File: src/hdl/a1te_pkg.sv
package a1te_pkg;

	localparam int PAIR_W = 13;
	localparam int YEAR_W = 19;
	localparam int MAG_W = 18;
	localparam int MON_W = 4;
	localparam int DAY_W = 5;
	localparam int MDAY_W = 9;
	localparam int DAYS_W = 27;
	localparam int TOD_W = 25;
	localparam int OUT_W = 44;

	localparam int PIPE_DEPTH = 6;

	localparam int BYTE_BIAS = 48;
	// A digit pair is hi * 10 + lo with both bytes biased, so the total bias is 11 times.
	localparam int PAIR_BIAS = BYTE_BIAS * 11;

	localparam int EPOCH_YEAR = 1970;
	localparam int UTC_BASE_YEAR = 2000;
	localparam int CENTURY = 100;
	localparam int DAYS_PER_YEAR = 365;
	localparam int LEAPS_BEFORE_EPOCH =
		(EPOCH_YEAR - 1) / 4 - (EPOCH_YEAR - 1) / 100 + (EPOCH_YEAR - 1) / 400;
	localparam int SECS_PER_DAY = 86400;
	localparam int SECS_PER_HOUR = 3600;
	localparam int SECS_PER_MIN = 60;

	localparam int UTC_MIN_LEN = 12;
	localparam int GEN_MIN_LEN = 14;

	localparam int MON_LO = 1;
	localparam int MON_HI = 12;
	localparam int DAY_LO = 1;
	localparam int DAY_HI = 31;

	typedef struct packed {
		logic short_f;
		logic signed [YEAR_W-1:0] year;
		logic [MON_W-1:0] mon;
		logic [DAY_W-1:0] day;
		logic signed [PAIR_W-1:0] hh;
		logic signed [PAIR_W-1:0] mm;
		logic signed [PAIR_W-1:0] ss;
	} dec_t;

	function automatic logic signed [PAIR_W-1:0] pair_val(input logic [7:0] hi,
			input logic [7:0] lo);
		logic [PAIR_W-2:0] raw;
		raw = (PAIR_W-1)'(hi) * (PAIR_W-1)'(10) + (PAIR_W-1)'(lo);
		return PAIR_W'($signed({1'b0, raw}) - PAIR_W'(PAIR_BIAS));
	endfunction

	// Days in the months of a non-leap year that come before the given month.
	function automatic logic [MDAY_W-1:0] cum_days(input logic [MON_W-1:0] mon);
		logic [MDAY_W-1:0] d;
		case (mon)
			4'd1: d = 9'd0;
			4'd2: d = 9'd31;
			4'd3: d = 9'd59;
			4'd4: d = 9'd90;
			4'd5: d = 9'd120;
			4'd6: d = 9'd151;
			4'd7: d = 9'd181;
			4'd8: d = 9'd212;
			4'd9: d = 9'd243;
			4'd10: d = 9'd273;
			4'd11: d = 9'd304;
			4'd12: d = 9'd334;
			default: d = 9'd0;
		endcase
		return d;
	endfunction

endpackage

File: src/hdl/a1te_decode.sv
module a1te_decode import a1te_pkg::*; (
	input logic is_utc,
	input logic [7:0] field_length,
	input logic [55:0] chars_first,
	input logic [55:0] chars_second,
	output dec_t dec
);

	localparam int NBYTES = 14;
	localparam int NPAIRS = NBYTES / 2;

	logic [8*NBYTES-1:0] chars;
	logic [7:0] bytes_c [NBYTES];
	logic signed [PAIR_W-1:0] pr [NPAIRS];
	logic signed [YEAR_W-1:0] year_utc;
	logic signed [YEAR_W-1:0] year_gen;
	logic signed [PAIR_W-1:0] mon_raw;
	logic signed [PAIR_W-1:0] day_raw;

	always_comb begin
		chars = {chars_first, chars_second};
		for (int k = 0; k < NBYTES; k++) begin
			bytes_c[k] = chars[8*NBYTES-1-8*k -: 8];
		end
		for (int j = 0; j < NPAIRS; j++) begin
			pr[j] = pair_val(bytes_c[2*j], bytes_c[2*j+1]);
		end
	end

	always_comb begin
		year_utc = YEAR_W'(pr[0]) + YEAR_W'(UTC_BASE_YEAR);
		year_gen = YEAR_W'(pr[0]) * YEAR_W'(CENTURY) + YEAR_W'(pr[1]);

		// A UTCTime field has a two-digit year, so every later pair sits one place earlier.
		if (is_utc) begin
			dec.year = year_utc;
			mon_raw = pr[1];
			day_raw = pr[2];
			dec.hh = pr[3];
			dec.mm = pr[4];
			dec.ss = pr[5];
			dec.short_f = field_length < 8'(UTC_MIN_LEN);
		end else begin
			dec.year = year_gen;
			mon_raw = pr[2];
			day_raw = pr[3];
			dec.hh = pr[4];
			dec.mm = pr[5];
			dec.ss = pr[6];
			dec.short_f = field_length < 8'(GEN_MIN_LEN);
		end

		if (mon_raw < PAIR_W'(MON_LO)) begin
			dec.mon = MON_W'(MON_LO);
		end else if (mon_raw > PAIR_W'(MON_HI)) begin
			dec.mon = MON_W'(MON_HI);
		end else begin
			dec.mon = MON_W'(mon_raw);
		end

		if (day_raw < PAIR_W'(DAY_LO)) begin
			dec.day = DAY_W'(DAY_LO);
		end else if (day_raw > PAIR_W'(DAY_HI)) begin
			dec.day = DAY_W'(DAY_HI);
		end else begin
			dec.day = DAY_W'(day_raw);
		end
	end

endmodule

File: src/hdl/asn1_time_to_epoch_seconds.sv
// Converts one ASN.1 time field (UTCTime or GeneralizedTime) to seconds since 1970.
// Input channel: in_valid / in_stall with is_utc, field_length, chars_first and
// chars_second; a transaction is taken at a clock edge with in_valid high and
// in_stall low. Output channel: out_valid / out_stall with epoch_seconds.
// A taken field passes through six register stages (decode, reciprocal multiplies
// for the leap-year divisions, year and month days, day and time-of-day sums, the
// multiply by seconds per day, final add) and shows on out_valid from the last.
// One transaction enters and one result leaves per cycle while the output is not
// stalled.
// A short field yields zero and still takes the same path and latency.
// Reset clears every stage valid bit; the stage data registers are not reset.
// When the receiver stalls, the result holds on the output and each stage keeps
// its item until the stage ahead frees; empty stages still fill, so in_stall
// rises only when all six stages are full and the output is stalled.
module asn1_time_to_epoch_seconds import a1te_pkg::*; (
	input logic clk,
	input logic arst_n,
	input logic in_valid,
	output logic in_stall,
	input logic is_utc,
	input logic [7:0] field_length,
	input logic [55:0] chars_first,
	input logic [55:0] chars_second,
	output logic out_valid,
	input logic out_stall,
	output logic signed [OUT_W-1:0] epoch_seconds
);

	// Division by 25 as a multiply by a rounded-up reciprocal; exact for the
	// operand widths used below.
	localparam int RQ_SHIFT = 21;
	localparam int RQ_K = (2 ** RQ_SHIFT + 24) / 25;
	localparam int RA_SHIFT = 23;
	localparam int RA_K = (2 ** RA_SHIFT + 24) / 25;
	localparam int PROD_W = 40;
	localparam int Q100_W = 12;
	localparam int Q400_W = 10;
	localparam int Q25_W = 14;

	dec_t dec;

	logic rdy1, rdy2, rdy3, rdy4, rdy5, rdy6;

	logic v_s1, v_s2, v_s3, v_s4, v_s5, v_s6;
	dec_t d_s1, d_s2, d_s3, d_s4;

	logic [MAG_W-1:0] mag_s2, nm1_s2;
	logic [Q100_W-1:0] q100_s2;
	logic [Q400_W-1:0] q400_s2;
	logic [Q25_W-1:0] q25_s2;

	logic [DAYS_W-1:0] days_y_s3;
	logic [MDAY_W-1:0] mday_s3;

	logic [DAYS_W-1:0] days_s4;
	logic signed [TOD_W-1:0] tod_s4;

	logic [OUT_W-1:0] dsec_s5;
	logic signed [TOD_W-1:0] tod_s5;
	logic short_s5;

	logic signed [OUT_W-1:0] epoch_s6;

	logic [MAG_W-1:0] mag_c, nm1_c;
	logic [PROD_W-1:0] p100_c, p400_c, p25_c;

	logic [MAG_W-1:0] back25_c;
	logic div25_c, leap_c, later_c;
	logic [DAYS_W-1:0] yd_c;

	a1te_decode u_decode (
		.is_utc(is_utc),
		.field_length(field_length),
		.chars_first(chars_first),
		.chars_second(chars_second),
		.dec(dec)
	);

	// A stage may load when it is empty or when the stage ahead moves on.
	assign rdy6 = !v_s6 || !out_stall;
	assign rdy5 = !v_s5 || rdy6;
	assign rdy4 = !v_s4 || rdy5;
	assign rdy3 = !v_s3 || rdy4;
	assign rdy2 = !v_s2 || rdy3;
	assign rdy1 = !v_s1 || rdy2;
	assign in_stall = !rdy1;

	always_ff @(posedge clk or negedge arst_n) begin
		if (!arst_n) begin
			v_s1 <= 1'b0;
			v_s2 <= 1'b0;
			v_s3 <= 1'b0;
			v_s4 <= 1'b0;
			v_s5 <= 1'b0;
			v_s6 <= 1'b0;
		end else begin
			if (rdy1) v_s1 <= in_valid;
			if (rdy2) v_s2 <= v_s1;
			if (rdy3) v_s3 <= v_s2;
			if (rdy4) v_s4 <= v_s3;
			if (rdy5) v_s5 <= v_s4;
			if (rdy6) v_s6 <= v_s5;
		end
	end

	// Stage 2: magnitude and year - 1, then the reciprocal multiplies.
	always_comb begin
		mag_c = d_s1.year[YEAR_W-1] ? MAG_W'(-d_s1.year) : MAG_W'(d_s1.year);
		nm1_c = MAG_W'(d_s1.year - YEAR_W'(1));
		p100_c = PROD_W'(nm1_c[MAG_W-1:2]) * PROD_W'(RQ_K);
		p400_c = PROD_W'(nm1_c[MAG_W-1:4]) * PROD_W'(RQ_K);
		p25_c = PROD_W'(mag_c) * PROD_W'(RA_K);
	end

	// Stage 3: leap test and the days of whole years since the epoch.
	always_comb begin
		back25_c = MAG_W'(q25_s2) * MAG_W'(25);
		div25_c = back25_c == mag_s2;
		// Divisible by 100 is divisible by 4 and 25; by 400 adds a factor of 16.
		leap_c = (d_s2.year[1:0] == 2'b00) && (!div25_c || (d_s2.year[3:0] == 4'b0000));
		later_c = d_s2.year > YEAR_W'(EPOCH_YEAR);
		yd_c = DAYS_W'(d_s2.year - YEAR_W'(EPOCH_YEAR));
	end

	always_ff @(posedge clk) begin
		if (rdy1) begin
			d_s1 <= dec;
		end
		if (rdy2) begin
			d_s2 <= d_s1;
			mag_s2 <= mag_c;
			nm1_s2 <= nm1_c;
			q100_s2 <= p100_c[RQ_SHIFT +: Q100_W];
			q400_s2 <= p400_c[RQ_SHIFT +: Q400_W];
			q25_s2 <= p25_c[RA_SHIFT +: Q25_W];
		end
		if (rdy3) begin
			d_s3 <= d_s2;
			if (later_c) begin
				days_y_s3 <= yd_c * DAYS_W'(DAYS_PER_YEAR) + DAYS_W'(nm1_s2[MAG_W-1:2])
					- DAYS_W'(q100_s2) + DAYS_W'(q400_s2) - DAYS_W'(LEAPS_BEFORE_EPOCH);
			end else begin
				days_y_s3 <= '0;
			end
			mday_s3 <= cum_days(d_s2.mon)
				+ MDAY_W'(leap_c && (d_s2.mon > MON_W'(2)))
				+ MDAY_W'(d_s2.day) - MDAY_W'(1);
		end
		if (rdy4) begin
			d_s4 <= d_s3;
			days_s4 <= days_y_s3 + DAYS_W'(mday_s3);
			tod_s4 <= TOD_W'(d_s3.hh) * TOD_W'(SECS_PER_HOUR)
				+ TOD_W'(d_s3.mm) * TOD_W'(SECS_PER_MIN) + TOD_W'(d_s3.ss);
		end
		if (rdy5) begin
			dsec_s5 <= OUT_W'(days_s4) * OUT_W'(SECS_PER_DAY);
			tod_s5 <= tod_s4;
			short_s5 <= d_s4.short_f;
		end
		if (rdy6) begin
			if (short_s5) begin
				epoch_s6 <= '0;
			end else begin
				epoch_s6 <= $signed(dsec_s5 + OUT_W'(tod_s5));
			end
		end
	end

	assign out_valid = v_s6;
	assign epoch_seconds = epoch_s6;

endmodule

File: config.mk
export PLATFORM = sky130hd
export DESIGN_NAME = asn1_time_to_epoch_seconds
export DESIGN_NICKNAME = d
export VERILOG_FILES = /design/src/hdl/a1te_pkg.sv /design/src/hdl/a1te_decode.sv /design/src/hdl/asn1_time_to_epoch_seconds.sv
export SDC_FILE = /design/constraint.sdc
export NUM_CORES = 2
export LEC_CHECK = 0
export BUFFER_PORTS_ARGS = -buffer_cell sky130_fd_sc_hd__buf_2
export CORE_MARGIN = 10
export CORE_UTILIZATION = 50
export CTS_BUF_LIST = sky130_fd_sc_hd__clkbuf_2
export DETAILED_ROUTE_END_ITERATION = 8
export GPL_ROUTABILITY_DRIVEN = 0
export PLACE_DENSITY = 0.67
export SLEW_MARGIN = 20
export SYNTH_ARGS = -nofsm -noshare
export SYNTH_HDL_FRONTEND = slang
export SYNTH_HIERARCHICAL = 1
export SYNTH_SLANG_ARGS = --single-unit
File: constraint.sdc
create_clock -name clk -period 19.7 [get_ports clk]
set_clock_uncertainty 0.15 [all_clocks]
set_input_delay 1.97 -clock clk [delete_from_list [all_inputs] [get_ports clk]]
set_output_delay 1.97 -clock clk [all_outputs]
set_load 0.005 [all_outputs]
# Word-level counts from Yosys, hierarchy flattened
# Memories as Yosys holds them, arrays and structs flattened. A register that Yosys moved wholly into a read port is not among the register bits.
# Index checks and enable logic that the tools add are counted.
# Widths: inputs -> output; s select.
# totals
mem_count	1
romBits	144
inputBits	125
output_inout_bits	46
word_cells	127
ff_bits	450
# memory_table
memory	words	width	read_ports	rd_clocked_by_memory_dff	wr	line_no	rtl
(name not given)	16	9	1	1	0	a1te_pkg.sv:57	case (mon)
# classes
n_addsub	30
reduce_logical	22
eq_ne	1
order_cmp	8
n_mux	9
n_mul	16
# op_table
operator	n
$sub 12x10->13 const B	7
$add 12x8->12	7
$mul 8x3->11 const B	7
$add 44x44->44	1
$mux 39	1
$mul 18x19->37 const B	1
$mul 27x10->37 const B	1
$mul 16x17->33 const B	1
$mul 14x17->31 const B	1
$add 27x10->27	1
$add 27x16->27	1
$add 27x9->27	1
$mul 20x10->27 const B	1
$sub 27x12->27	1
$sub 27x9->27 const B	1
$lt 13x2->1 const B	2
$mux 13	2
$add 25x13->25	1
$add 25x20->25	1
$mul 13x9->21 const B	1
$mux 20	1
$sub 19x12->20 const B	1
$add 19x13->19	1
$gt 19x12->1 const B	1
other kinds (24)	42

# Logic depth before layout (Yosys ltp)
# logic_depth
ltp_word	9
ltp_mapped	31
depth_no_buf	31

# By module
# Netlist, hierarchy kept.
# by_module_without_submodules
module	n_inst	seq_area_each_um2	area_per_inst_um2	cells_each
asn1_time_to_epoch_seconds	1	13573.0	46283.1	4242
a1te_decode	1	0.0	8404.3	1072

# Least setup slack after synthesis
# OpenSTA, ideal clock, no wires.
# synth_path
path_kind	input-to-output
start	input out_stall
end	output in_stall
arrival_time_ns	8.536
path_slack_ns	9.044
n_path_buf	0
path_stages	5
path_cell_list	and3_1 > nand4_1 > inv_1 > nand2_1 > inv_1
# synth_between
elab_chain_len	8
# synth_rtl
item	line_no	rtl
from (decl)	asn1_time_to_epoch_seconds.sv:25	input logic out_stall,
$logic_not 1->1	asn1_time_to_epoch_seconds.sv:80	assign rdy6 = !v_s6 || !out_stall;
$logic_or 1x1->1	asn1_time_to_epoch_seconds.sv:80	
$logic_or 1x1->1	asn1_time_to_epoch_seconds.sv:81	assign rdy5 = !v_s5 || rdy6;
$logic_or 1x1->1	asn1_time_to_epoch_seconds.sv:82	assign rdy4 = !v_s4 || rdy5;
$logic_or 1x1->1	asn1_time_to_epoch_seconds.sv:83	assign rdy3 = !v_s3 || rdy4;
$logic_or 1x1->1	asn1_time_to_epoch_seconds.sv:84	assign rdy2 = !v_s2 || rdy3;
$logic_or 1x1->1	asn1_time_to_epoch_seconds.sv:85	assign rdy1 = !v_s1 || rdy2;
$logic_not 1->1	asn1_time_to_epoch_seconds.sv:86	assign in_stall = !rdy1;
to (decl)	asn1_time_to_epoch_seconds.sv:19	output logic in_stall,
# No other way between the ends.

# Final worst setup path
# layout_path
start	register d_s1[57] (netlist bit)
end	register q25_s2[7] (data pin)
# layout_between
elab_chain_len	3
# layout_rtl
item	line_no	rtl
from (decl)	asn1_time_to_epoch_seconds.sv:45	dec_t d_s1, d_s2, d_s3, d_s4;
from (signal assigned)	asn1_time_to_epoch_seconds.sv:127	d_s1 <= dec;
$neg 18->18	asn1_time_to_epoch_seconds.sv:108	mag_c = d_s1.year[YEAR_W-1] ? MAG_W'(-d_s1.year) : MAG_W'(d_s1.year);
$mux 18	asn1_time_to_epoch_seconds.sv:108	
net mag_c[17]	asn1_time_to_epoch_seconds.sv:64	logic [MAG_W-1:0] mag_c, nm1_c;
$mul 18x19->37	asn1_time_to_epoch_seconds.sv:112	p25_c = PROD_W'(mag_c) * PROD_W'(RA_K);
net p25_c[30]	asn1_time_to_epoch_seconds.sv:65	logic [PROD_W-1:0] p100_c, p400_c, p25_c;
to (signal assigned)	asn1_time_to_epoch_seconds.sv:135	q25_s2 <= p25_c[RA_SHIFT +: Q25_W];
to (decl)	asn1_time_to_epoch_seconds.sv:50	logic [Q25_W-1:0] q25_s2;
# The timed path passes the listed nets, and every way through them passes these cells.
# A chain may end at the register's enable or synchronous reset.

==> reports/results.tsv <==
stage	metric	value	unit
global_route	grt_pass1_vias	37000	
clock_tree	cts_tree	built	
finish	core_util_final	53.83	%
floorplan	width_of_the_chip	350.7	um
worst_hold_path	hold_path.startpoint	d_s1[29]	
global_route	pin_count_of_the_biggest_net_entering_global_routing	89	
routing	vias	36320	
clock_tree	cts.hold.buffers_added	0	
routing	drc	0	
clock_tree	clk-insertion-delay-late	1260	ps
synthesis	netlist_top_cells_area	edfxtp_1, ha_1, fa_1	
floorplan	design.core.area	0.1087	sq mm
worst_hold_path	min_delay_worst_endpoint	d_s2[29]	
routing	drt_pre_antenna_iters	5	
timing	hold_slack	245.4	ps
outcome	status	finished, final reports clean	
timing	timing.final.crit_period	9255	ps
clock_tree	clock_tree.root_cell	clkbuf_2	
global_route	grt_usage	18.43	%
synthesis	synth_warnings	6	
timing	timing_hold_violations_final	0	
timing	timing_worst_slew_pin_value	1162	ps
floorplan	std_cell_rows	121	
routing	initialDrtViolationCount	1688	
global_route	global_route_wire_length_before_repair	184800	um
setup_path	critPathSlowestCell	o41ai_1	
setup_path	r2r_setup_slack	10440	ps
setup_path	r2r-end	q25_s2[7]	
setup_path	path_max_fanout	8	
finish	multi_input_comb_area	0.03631	sq mm
clock_tree	clk_transition_reported_paths	90	ps
finish	finish.net_count	7223	
setup_path	reg2reg_depth	25	
timing	setup-tns-final	0	ps
finish	fillers	9626	
synthesis	synth.top_cell.area_share	24.22	%
finish	final_layout_size_suffix_gt1_share	8.151	%
finish	seq_area	0.01357	sq mm
setup_path	critPathKind	reg2reg	
clock_tree	clock_tree.htree_level_count	3	
setup_path	crit-reg2reg-launch	d_s1[57]	
timing	final_max_slew_viols	0	
global_route	initial_antenna_violation_count	4	
routing	detail-route-antenna-nets	0	
setup_path	timing.critical_path.to_type	flip-flop	
synthesis	yosys_register_bits	456	
clock_tree	postCtsSetupRepairBufs	0	
setup_path	timing.critical_path.required	20470	ps
timing	timing.final.crit_share	46.98	%
synthesis	synth_nets	6947	
synthesis	mappedNetlistArea	0.05469	sq mm
timing	timing.slew.headroom	21.52	%
routing	route.final.wire_length	112100	um
setup_path	critical_path.max_stage_delay	1010	ps
floorplan	ioPinCount	171	
clock_tree	cts.sink_count	456	
setup_path	most_used_cell_along_the_critical_path	fa_1	
setup_path	critical_path_arrival	10030	ps
timing	final-setup-viol-count	0	
worst_hold_path	hold_crit_class	reg2reg	
placed_design	hpwl	96070	um
synthesis	ys.flop_type	edfxtp_1	
synthesis	cell_type_with_the_highest_aggregate_area_in_the_netlist	edfxtp_1	
global_route	busiest_layer	met2	
synthesis	synth_cell_types	98	
routing	detail_route.vias_per_cell	5.116	
synthesis	synth_enable_flop_cells	441	
floorplan	die_height	350.7	um
worst_hold_path	whs_path_depth	0	
run	max-cap-violations	0	
routing	wl_per_cell	15.79	um
setup_path	worst_setup_path_start_kind	flip-flop	
global_route	grt_overflow_total	0	
placed_design	port_buffers	169	
clock_tree	post_cts_resize_count	0	
synthesis	syn_avg_cell_area	10.29	sq um
floorplan	start_util	50.31	%
finish	area_growth_syn_to_layout	7.001	%
clock_tree	tritoncts.num_buffers	116	
synthesis	post_syn_instances	5314	
synthesis	yosysSeqAreaShare	24.82	%
global_route	grt_use_met1	24.42	%
global_route	grt.met3_usage	2.766	%
global_route	grt.met2_usage	31.43	%
timing	fmaxAchievable	108.0	MHz
clock_tree	cts_buffer_depth	3	
finish	post_layout_nonfiller_instances	7099	
synthesis	post_synthesis_async_set_or_reset_flop_share	1.316	%
placed_design	place.detailed.instances	6886	
floorplan	die-area	0.1230	sq mm
timing	unrepaired_setup_endpoints_after_global_routing	false	
==> final cells by class <==
type                       count  area share (%)
multi-input combinational   3578           62.05
sequential                   456           23.20
inverter                    1238           7.941
tap                         1414           3.023
timing repair buffer         200           1.854
clock buffer                 166           1.420
clock inverter                42          0.4939
antenna                        5         0.02138
==> how the worst max path moves through the flow <==
stage,from,to,slack [ps],cells past startpoint
after global routing,d_s1[48],q100_s2[7],10080,27
final,d_s1[57],q25_s2[7],10440,25
after CTS,d_s1[57],q25_s2[5],10590,26
after detailed placement,chars_first[49],d_s1[66],10140,31
after floorplan,out_stall,in_stall,9040,5
after global placement,chars_first[49],d_s1[66],10270,31
==> critical path, delay by kind of cell (launching register included) <==
family                     cells  cell delay (ps)
AOI/OAI and AO/OA              6             1930
xor gates and xnor gates       2              510
adders and majority gates      7             3300
muxes                          1              600
buffers and inverters          3              170
and+or+nand+nor                6             1840
DFF                            1              510
==> stage by stage <==
stage               setup WS [ps]  cell area [sq um]
floorplan                    9044              54690
global placement            10270              57370
detailed placement          10140              57370
CTS                         10590              58490
global route                10080              58520
finish                      10440              58520
==> cell usage in the layout, fill, tap and decap left out, drive strengths merged, types with 9 or more instances in the layout <==
cell type	instances
nor3	55
nand3	64
inv	1241
or3	24
clkbuf	166
nand2	187
and2	17
a41oi	10
xnor2	266
and3	24
nor2b	41
buf	200
nand2b	46
xor2	162
o211ai	27
a211o	10
a21boi	19
o21bai	42
edfxtp	441
a211oi	32
a31oi	21
a21o	95
o21a	26
nor3b	12
fa	540
a21oi	242
o21ai	191
mux2i	29
dfxtp	9
mux2	14
ha	968
nand4	21
nor4	17
nand3b	10
clkinv	36
a221oi	9
o31ai	12
or2	18
nor2	232
==> state kept, by name, indices dropped and copies added (netlist names), 16 cells and up, named ones only <==
name	flops
days_s4	27
tod_s4	25
d_s3	40
d_s1	68
d_s2	68
epoch_seconds	44
dsec_s5	37
days_y_s3	27
nm1_s2	16
tod_s5	25
mag_s2	17
==> cell usage after synthesis, types with 10 or more instances <==
library cell,n
or3_1,23
a211oi_1,27
nor3_1,55
nand3b_1,10
a41oi_1,10
a21o_1,95
a21oi_1,240
o211ai_1,24
nand2_1,187
nor2b_1,41
ha_1,968
clkbuf_1,31
nand4_1,21
edfxtp_1,441
mux2i_1,29
o21a_1,25
a21boi_0,17
mux2_2,14
nor4_1,14
xor2_1,161
nor2_1,232
or2_2,17
nand2b_1,45
a31oi_1,21
inv_1,1237
o31ai_1,11
fa_1,540
o21bai_1,41
and3_1,22
nand3_1,63
o21ai_0,180
xnor2_1,264
nor3b_1,11
and2_1,17
a211o_1,10
==> cell families after synthesis <==
| kind of cell | after synthesis | synth area share [%] |
|---|---|---|
| and+or+nand+nor | 787 | 7.065 |
| adders and majority gates | 1508 | 41.91 |
| DFF | 456 | 24.82 |
| buffers and inverters | 1280 | 8.866 |
| muxes | 43 | 0.8191 |
| xor gates and xnor gates | 430 | 6.978 |
| AOI/OAI and AO/OA | 810 | 9.538 |
==> layer usage <==
metal  share of wire (%)  wire length (um)
met1                  46             51170
met5                   0                 0
met2                  48             53560
met4                 2.2              2411
met3                 4.4              4950
Power is not shown: default switching activity piles up to over one toggle a cycle in this logic, so the estimate is an artifact.
